--- src/hdl/nfia_pkg.sv ---
// Shared types and constants for the next-fit identifier allocator.
`timescale 1ns / 1ps

package nfia_pkg;

   // Width of the identifier fields on the request and response ports
   localparam int IDENT_W = 11;

   // Wide enough to compare any identifier against the largest MAX_ID
   localparam int WIDE_W = 17;

   // The bitmap is kept as words of this many bits
   localparam int WORD_BITS = 32;
   localparam int BIT_W     = 5;

   typedef enum logic [1:0] {
      ACT_ALLOC   = 2'd0,
      ACT_RELEASE = 2'd1,
      ACT_QUERY   = 2'd2,
      ACT_NONE    = 2'd3
   } action_type;

endpackage

--- src/hdl/next_fit_id_allocator.sv ---
// Next-fit identifier allocator: bitmap memory, word scanner and control sequencer.
`timescale 1ns / 1ps

// Hands out identifiers 1..MAX_ID, releases them and answers queries.
// Request channel (req_*): action and ident, taken when req_valid is high and
// req_stall is low. Response channel (rsp_*): one response per request, held
// in an output register until the receiver drops rsp_stall.
// The allocation bitmap lives in a memory of 32-bit words with one write
// port and one registered read port. The scanner, used by allocate, examines
// one word per cycle: it masks out taken and out-of-range bits and picks the
// lowest free bit with a two's-complement isolate. Release and query read one
// word and finish, passing from acceptance through the memory read and the
// finish state to rsp_valid; the unused action code reads no word and goes
// straight to the finish state. Allocate scans 1 to (MAX_ID+32)/32 + 1 words,
// which is 65 for the default. The block takes one request at a time;
// req_stall is high from acceptance until the response has moved into the
// output register.
// Reset: the sequencer first sweeps the memory clearing one word per cycle,
// all (MAX_ID+32)/32 words (64 at the default), with req_stall high meanwhile.
// When the receiver stalls, the finished response waits in the work
// registers and the next request is taken as soon as it moves out.
module next_fit_id_allocator
   import nfia_pkg::*;
#(
   parameter int MAX_ID = 2047
) (
   input  logic               clock,
   input  logic               reset,
   input  logic               req_valid,
   output logic               req_stall,
   input  logic [1:0]         req_action,
   input  logic [IDENT_W-1:0] req_ident,
   output logic               rsp_valid,
   input  logic               rsp_stall,
   output logic [IDENT_W-1:0] rsp_granted_ident,
   output logic               rsp_status,
   output logic               rsp_is_allocated,
   output logic               rsp_not_found
);

   // Bitmap geometry, all derived from MAX_ID
   localparam int WORDS = (MAX_ID + WORD_BITS) / WORD_BITS;
   localparam int WA_W  = (WORDS > 1) ? $clog2(WORDS) : 1;
   localparam int IDW   = WA_W + BIT_W;
   localparam int VIS_W = $clog2(WORDS + 1);
   localparam logic [WA_W-1:0]      LAST_WA   = WA_W'(WORDS - 1);
   localparam logic [WORD_BITS-1:0] LAST_MASK =
      WORD_BITS'((64'd1 << ((MAX_ID % WORD_BITS) + 1)) - 64'd1);
   localparam logic [IDW-1:0]       MAX_IDW   = IDW'(MAX_ID);
   localparam logic [WIDE_W-1:0]    MAX_WIDE  = WIDE_W'(MAX_ID);

   typedef enum logic [1:0] {
      ST_CLEAR,
      ST_IDLE,
      ST_SCAN,
      ST_FINISH
   } state_type;

   // Bitmap memory and its registered read port
   logic [WORD_BITS-1:0] used_map_ff [WORDS];
   logic [WORD_BITS-1:0] map_rd_ff;
   logic                 mem_we;
   logic [WA_W-1:0]      mem_wa;
   logic [WA_W-1:0]      mem_ra;
   logic [WORD_BITS-1:0] mem_wd;

   // Sequencer and work registers
   state_type            state_ff, state_in;
   action_type           act_ff, act_in;
   logic [WA_W-1:0]      clr_ff, clr_in;
   logic [WA_W-1:0]      word_ff, word_in;
   logic [BIT_W-1:0]     sb_ff, sb_in;
   logic                 first_ff, first_in;
   logic                 range_ff, range_in;
   logic [VIS_W-1:0]     visits_ff, visits_in;
   logic [IDW-1:0]       last_ff, last_in;
   logic [IDENT_W-1:0]   res_granted_ff, res_granted_in;
   logic                 res_status_ff, res_status_in;
   logic                 res_alloc_ff, res_alloc_in;
   logic                 res_nf_ff, res_nf_in;

   // Output register
   logic                 rsp_valid_ff, rsp_valid_in;
   logic [IDENT_W-1:0]   rsp_granted_ff, rsp_granted_in;
   logic                 rsp_status_ff, rsp_status_in;
   logic                 rsp_alloc_ff, rsp_alloc_in;
   logic                 rsp_nf_ff, rsp_nf_in;

   // Datapath helpers
   logic [WIDE_W-1:0]    ident_wide;
   logic                 ident_ok;
   logic [IDW-1:0]       ident_int;
   logic [IDW-1:0]       start_id;
   logic [WORD_BITS-1:0] valid_mask;
   logic [WORD_BITS-1:0] start_mask;
   logic [WORD_BITS-1:0] free_vec;
   logic [WORD_BITS-1:0] low_free;
   logic [BIT_W-1:0]     free_pos;
   logic [IDW-1:0]       cand;
   logic [WIDE_W-1:0]    cand_wide;
   logic [WA_W-1:0]      next_word;
   logic                 bit_set;
   logic                 out_free;

   assign req_stall         = (state_ff != ST_IDLE);
   assign rsp_valid         = rsp_valid_ff;
   assign rsp_granted_ident = rsp_granted_ff;
   assign rsp_status        = rsp_status_ff;
   assign rsp_is_allocated  = rsp_alloc_ff;
   assign rsp_not_found     = rsp_nf_ff;

   // Request decode: identifiers outside 1..MAX_ID never touch the bitmap
   assign ident_wide = WIDE_W'(req_ident);
   assign ident_ok   = (ident_wide != '0) && (ident_wide <= MAX_WIDE);
   assign ident_int  = ident_wide[IDW-1:0];
   assign start_id   = (last_ff >= MAX_IDW) ? IDW'(1) : last_ff + IDW'(1);

   // Scanner: keep bits 1..MAX_ID, skip bits below the start on the first word
   always_comb begin
      valid_mask = '1;
      if (word_ff == '0) begin
         valid_mask[0] = 1'b0;
      end
      if (word_ff == LAST_WA) begin
         valid_mask = valid_mask & LAST_MASK;
      end
   end

   assign start_mask = first_ff ? ({WORD_BITS{1'b1}} << sb_ff) : '1;
   assign free_vec   = ~map_rd_ff & valid_mask & start_mask;
   assign low_free   = free_vec & (~free_vec + WORD_BITS'(1));

   always_comb begin
      free_pos = '0;
      for (int i = 0; i < WORD_BITS; i++) begin
         if (low_free[i]) begin
            free_pos = free_pos | BIT_W'(i);
         end
      end
   end

   assign cand      = {word_ff, free_pos};
   assign cand_wide = WIDE_W'(cand);
   assign next_word = (word_ff == LAST_WA) ? '0 : word_ff + WA_W'(1);
   assign bit_set   = map_rd_ff[sb_ff] & range_ff;
   assign out_free  = !rsp_valid_ff || !rsp_stall;

   // Sequencer next-state and register inputs
   always_comb begin
      state_in       = state_ff;
      act_in         = act_ff;
      clr_in         = clr_ff;
      word_in        = word_ff;
      sb_in          = sb_ff;
      first_in       = first_ff;
      range_in       = range_ff;
      visits_in      = visits_ff;
      last_in        = last_ff;
      res_granted_in = res_granted_ff;
      res_status_in  = res_status_ff;
      res_alloc_in   = res_alloc_ff;
      res_nf_in      = res_nf_ff;
      rsp_valid_in   = rsp_valid_ff;
      rsp_granted_in = rsp_granted_ff;
      rsp_status_in  = rsp_status_ff;
      rsp_alloc_in   = rsp_alloc_ff;
      rsp_nf_in      = rsp_nf_ff;
      mem_we         = 1'b0;
      mem_wa         = word_ff;
      mem_wd         = map_rd_ff;
      mem_ra         = word_ff;

      // Drop the response once the receiver has taken it
      if (!rsp_stall) begin
         rsp_valid_in = 1'b0;
      end

      case (state_ff)
         ST_CLEAR: begin
            mem_we = 1'b1;
            mem_wa = clr_ff;
            mem_wd = '0;
            clr_in = clr_ff + WA_W'(1);
            if (clr_ff == LAST_WA) begin
               state_in = ST_IDLE;
            end
         end

         ST_IDLE: begin
            if (req_valid) begin
               act_in         = action_type'(req_action);
               res_granted_in = '0;
               res_status_in  = 1'b0;
               res_alloc_in   = 1'b0;
               res_nf_in      = 1'b0;
               case (action_type'(req_action))
                  ACT_ALLOC: begin
                     word_in   = start_id[IDW-1:BIT_W];
                     sb_in     = start_id[BIT_W-1:0];
                     first_in  = 1'b1;
                     visits_in = '0;
                     mem_ra    = start_id[IDW-1:BIT_W];
                     state_in  = ST_SCAN;
                  end
                  ACT_RELEASE, ACT_QUERY: begin
                     word_in  = ident_ok ? ident_int[IDW-1:BIT_W] : '0;
                     sb_in    = ident_int[BIT_W-1:0];
                     range_in = ident_ok;
                     mem_ra   = ident_ok ? ident_int[IDW-1:BIT_W] : '0;
                     state_in = ST_SCAN;
                  end
                  default: begin
                     state_in = ST_FINISH;
                  end
               endcase
            end
         end

         ST_SCAN: begin
            case (act_ff)
               ACT_ALLOC: begin
                  if (free_vec != '0) begin
                     // Mark the lowest free bit and record it as last granted
                     mem_we         = 1'b1;
                     mem_wd         = map_rd_ff | low_free;
                     last_in        = cand;
                     res_granted_in = cand_wide[IDENT_W-1:0];
                     state_in       = ST_FINISH;
                  end else if (visits_ff == VIS_W'(WORDS)) begin
                     // Every word seen, the start word twice: report full, change nothing
                     res_status_in = 1'b1;
                     state_in      = ST_FINISH;
                  end else begin
                     word_in   = next_word;
                     mem_ra    = next_word;
                     first_in  = 1'b0;
                     visits_in = visits_ff + VIS_W'(1);
                  end
               end
               ACT_RELEASE: begin
                  if (bit_set) begin
                     mem_we = 1'b1;
                     mem_wd = map_rd_ff & ~(WORD_BITS'(1) << sb_ff);
                  end
                  res_nf_in = !bit_set;
                  state_in  = ST_FINISH;
               end
               ACT_QUERY: begin
                  res_alloc_in = bit_set;
                  state_in     = ST_FINISH;
               end
               default: begin
                  state_in = ST_FINISH;
               end
            endcase
         end

         ST_FINISH: begin
            // Hold the result until the output register is free
            if (out_free) begin
               rsp_valid_in   = 1'b1;
               rsp_granted_in = res_granted_ff;
               rsp_status_in  = res_status_ff;
               rsp_alloc_in   = res_alloc_ff;
               rsp_nf_in      = res_nf_ff;
               state_in       = ST_IDLE;
            end
         end

         default: begin
            state_in = ST_CLEAR;
         end
      endcase
   end

   // State, work and output registers
   always_ff @(posedge clock) begin
      if (reset) begin
         state_ff     <= ST_CLEAR;
         clr_ff       <= '0;
         last_ff      <= '0;
         rsp_valid_ff <= 1'b0;
      end else begin
         state_ff     <= state_in;
         clr_ff       <= clr_in;
         last_ff      <= last_in;
         rsp_valid_ff <= rsp_valid_in;
      end
      act_ff         <= act_in;
      word_ff        <= word_in;
      sb_ff          <= sb_in;
      first_ff       <= first_in;
      range_ff       <= range_in;
      visits_ff      <= visits_in;
      res_granted_ff <= res_granted_in;
      res_status_ff  <= res_status_in;
      res_alloc_ff   <= res_alloc_in;
      res_nf_ff      <= res_nf_in;
      rsp_granted_ff <= rsp_granted_in;
      rsp_status_ff  <= rsp_status_in;
      rsp_alloc_ff   <= rsp_alloc_in;
      rsp_nf_ff      <= rsp_nf_in;
   end

   // Bitmap memory: one write and one registered read per cycle
   always_ff @(posedge clock) begin
      if (mem_we) begin
         used_map_ff[mem_wa] <= mem_wd;
      end
      map_rd_ff <= used_map_ff[mem_ra];
   end

endmodule

--- config.mk ---
export PLATFORM = sky130hd
export DESIGN_NAME = next_fit_id_allocator
export DESIGN_NICKNAME = d
export VERILOG_FILES = /design/src/hdl/nfia_pkg.sv /design/src/hdl/next_fit_id_allocator.sv
export SDC_FILE = /design/constraint.sdc
export NUM_CORES = 2
export LEC_CHECK = 0
export BUFFER_PORTS_ARGS = -buffer_cell sky130_fd_sc_hd__buf_2
export CORE_MARGIN = 4
export CORE_UTILIZATION = 60
export CTS_CLUSTER_DIAMETER = 80
export DETAILED_ROUTE_END_ITERATION = 8
export PLACE_DENSITY = 0.76
export SLEW_MARGIN = 15
export SYNTH_ARGS = -nofsm -noshare
export SYNTH_HDL_FRONTEND = slang
export SYNTH_SLANG_ARGS = --single-unit
--- constraint.sdc ---
create_clock -name clock -period 14.5 [get_ports clock]
set_input_delay 0.725 -clock clock [delete_from_list [all_inputs] [get_ports clock]]
set_output_delay 0.725 -clock clock [all_outputs]
set_load 0.03 [all_outputs]
==> out/qor.txt <==
=================================================================================
Worst Setup Path Type                                                  reg -> reg
Post-synth top area cell                                             sky130_fd_sc_hd__edfxtp_1
Overall die area                                                      0.150 sq mm
Fraction of synthesis flops using an asynchronous set or reset pin             0%
Total number of H-tree levels                                                   4
Width of the die                                                      387 microns
Number of buffers added on ports                                               32
Grt ovf                                                                         0
Sort of element at the end of the critical path                              flop
Number of global-route vias before repair                                  52,332
Count of distinct cell types in the synthesized netlist                        80
CTS tree                                                                     done
TritonCTS Buffers                                                             201
Area growth from synthesis to layout                                        10.9%
Net Count, Synth                                                            6,035
Detailed Route WL                                                          247 mm
Fmax                                                                      126 MHz
Via density per instance                                                     6.74
Worst Path Arrival                                                        8620 ps
Delay of the slowest critical-path stage                                   880 ps
Clock sink count                                                            2,150
Root Buffer Master                                                   sky130_fd_sc_hd__clkbuf_16
Share of synthesized area occupied by flip-flops and latches                74.3%
Ranking of synthesized cells by area                                 sky130_fd_sc_hd__edfxtp_1 (73%), sky130_fd_sc_hd__nand2_1 (6.0%), sky130_fd_sc_hd__mux2i_1 (5.6%)
Post-detailed-route DRC marker count                                            0
Starting DRT DRC Count                                                      9,277
DRT antenna net count                                                           0
Number of iterations in the first detailed-routing pass                         8
Count of synthesis-stage warnings from yosys                                    0
# Max-Cap Violations                                                            0
Hold Path End                                                        act_ff[0]$_DFFE_PP_
Cell-by-cell trace of the critical path                              or3_1, o31ai_1, a221o_2, or4_4, nor4_2, o221ai_4, inv_8, buf_4, buf_4, buf_4, nand2_1, a21oi_1, nor3_1, a32o_1, a311oi_1
Hold Buf Count CTS                                                              0
Measured slew at the worst slew-check pin                                 1200 ps
Tcrit/Tclk final                                                            54.7%
Finished Cell Area                                                   0.0954 sq mm
Kind of path behind the tightest hold check                             in -> reg
Routed len/inst                                                      30.5 microns
Tightest slew margin relative to the limit                                  19.4%
Die outline height                                                    387 microns
First-pass GRT wire length                                                 356 mm
Number of hold violations in the final report                                   0
Worst reg2reg setup slack                                                 6570 ps
Unrepaired setup endpoints after global routing                             false
Resized cells post-CTS                                                          0
Worst vdd rail ir drop                                                     157 uV
Setup TNS                                                                    0 ps
Placer congestion estimate                                                  0.980
Core ar.                                                              0.142 sq mm
Largest net degree at the start of global routing                             182
Sequential Area                                                      0.0640 sq mm
Endpoint of the worst register-to-register path                      map_rd_ff[3]$_DFF_P_
Instance count along the most critical hold path                                1
Min-Delay Startpoint                                                 req_action[0]
Required time of the critical path                                      15,200 ps
Cell types with the highest counts after synthesis                   sky130_fd_sc_hd__edfxtp_1 (2,092), sky130_fd_sc_hd__nand2_1 (1,386), sky130_fd_sc_hd__mux2i_1 (478)
Fraction of layout instances using a drive strength above 1                 10.3%
Most used cell, CP                                                   sky130_fd_sc_hd__buf_4
Count of pins on the block boundary                                            33
Synthesized flop and latch total                                            2,150
Final Max Tran Viols                                                            0
Cell area after synthesis                                            0.0861 sq mm
FF-to-FF Start                                                       sb_ff[2]$_DFFE_PP_
Maximum clock skew at final layout                                        62.5 ps
Slowest-stage cell, CP                                               sky130_fd_sc_hd__edfxtp_1
Most frequent cell after synthesis                                   sky130_fd_sc_hd__edfxtp_1
Avg Cell Area, Syn                                                     14.3 sq um
EDFF count, synth                                                           2,092
Mapped Cells                                                                6,006
Insertion delay to the later sink of the worst-skew pair                   870 ps
Post-synth top area share                                                   73.0%
Aggregate global-route resource usage                                       32.4%
Fillers                                                                     9,361
Outcome                                                              finished, final reports clean
Number of buffers inserted by post-CTS setup repair                             0
Final setup violating endpoints                                                 0
Number of antenna violations at the first check in global routing               8
Longest Clk Path Bufs                                                           3
Cell depth of the worst flop-to-flop path                                      15
Largest fanout on the critical path                                           130
Post-detail-place hpwl                                                     135 mm
Pwr per Cell Area                                                     147 mW/mm^2
Post-layout min period                                                    7930 ps
Total number of vias                                                       54,560
Leakage                                                                 0.0336 uW
CTS clock-pin slew for the worst setup and hold paths                       60 ps
Startpoint type of the worst setup path                                      flop
Placed cell areas                                                    0.0891 sq mm
Total area of multi-input combinational cells                        0.0211 sq mm
Utilization after layout                                                    67.1%
Most used flip-flop cell after synthesis                             sky130_fd_sc_hd__edfxtp_1
Core Rows                                                                     138
Net count of the finished layout                                            6,069
Starting density of the core                                                60.6%
=================================================================================
-- stage by stage --
stage	std cells	hold WS, ps	total power [uW]	worst slack, ps
after floorplan	6006	400	8000	8410
after global placement	7723	412	9020	6970
after detailed placement	7723	406	9030	6780
after CTS	8084	59.6	14000	6820
after global routing	8088	70.9	14400	6360
final	8094	98.5	14100	6570
-- layout make-up --
type	count	area share (%)
Sequential cell	2150	67.1
Clock buffer	260	5.62
Timing Repair Buffer	199	1.59
Multi-Input combinational cell	3456	22.2
Inverter	32	0.147
Tap cell	1890	2.48
Clock inverter	101	0.932
Antenna cell	6	0.0157
-- layer usage --
metal  wire [microns]  track usage [%]  share of wire [%]  up-vias
li1                 -                -                  -    22874
met1            88800             44.6                 36    26942
met2           111000             48.4                 45     4086
met3            32300             7.85                 13      658
met4            14900             17.2                6.0        0
met5                0                0                  0        -
-- power by group --
part | internal [uW] | switching (uW)
registers | 6840 | 155
clock network | 2820 | 2250
logic | 545 | 1450
-- placed cells by master (no fill, tap or decap), types with 38 or more instances in the layout --
cell type                   instances
sky130_fd_sc_hd__nor2_4            67
sky130_fd_sc_hd__o21ai_0           59
sky130_fd_sc_hd__a311oi_1         100
sky130_fd_sc_hd__mux2i_1          478
sky130_fd_sc_hd__dfxtp_1           58
sky130_fd_sc_hd__a32oi_1           62
sky130_fd_sc_hd__buf_4            159
sky130_fd_sc_hd__clkbuf_16        205
sky130_fd_sc_hd__nor3_1            51
sky130_fd_sc_hd__clkbuf_1          52
sky130_fd_sc_hd__and3_1           101
sky130_fd_sc_hd__clkinv_1          41
sky130_fd_sc_hd__a21oi_1          363
sky130_fd_sc_hd__edfxtp_1        2092
sky130_fd_sc_hd__a31oi_1           38
sky130_fd_sc_hd__nor4_1            76
sky130_fd_sc_hd__nand3_1          174
sky130_fd_sc_hd__nor2_1            58
sky130_fd_sc_hd__nand2_1         1383
-- state kept, by name, indices dropped and copies added (netlist names), 2 cells and up --
signal and count:
visits_ff 7, state_ff 2, clr_ff 6, word_ff 6
map_rd_ff 32, res_granted_ff 11, rsp_granted_ident 11, act_ff 2
sb_ff 5, last_ff 11, used_map_ff 2048
-- worst max path at each step --
stage	slack (ps)	to	cells after the start	from
finish	6570	map_rd_ff[3]$_DFF_P_	15	sb_ff[2]$_DFFE_PP_
global route	6360	map_rd_ff[3]$_DFF_P_	15	sb_ff[2]$_DFFE_PP_
CTS	6820	map_rd_ff[3]$_DFF_P_	15	sb_ff[2]$_DFFE_PP_
detailed placement	6780	map_rd_ff[3]$_DFF_P_	15	sb_ff[2]$_DFFE_PP_
global placement	6970	map_rd_ff[3]$_DFF_P_	15	sb_ff[2]$_DFFE_PP_
floorplan	8410	used_map_ff[0][30]$_DFFE_PP_	12	word_ff[0]$_DFF_P_
-- critical path: cells and delay by family, from the launching register on --
family / cells / cell delay, ps
flip-flops: 1 / 880
AO/OA/AOI/OAI: 6 / 2020
buffers and inverters: 4 / 2890
AND/OR/NAND/NOR: 5 / 1690
-- logic make-up after synthesis --
| logic type | Yosys count | synth area share, % |
|---|---|---|
| flip-flops | 2150 | 74.3 |
| AND/OR/NAND/NOR | 2040 | 10.3 |
| AO/OA/AOI/OAI | 896 | 7.07 |
| multiplexers | 493 | 5.91 |
| buffers and inverters | 400 | 2.11 |
| XOR/XNOR | 15 | 0.153 |
| adder cells (fa/ha/maj) | 12 | 0.174 |
(Power assumes the default switching activity.)
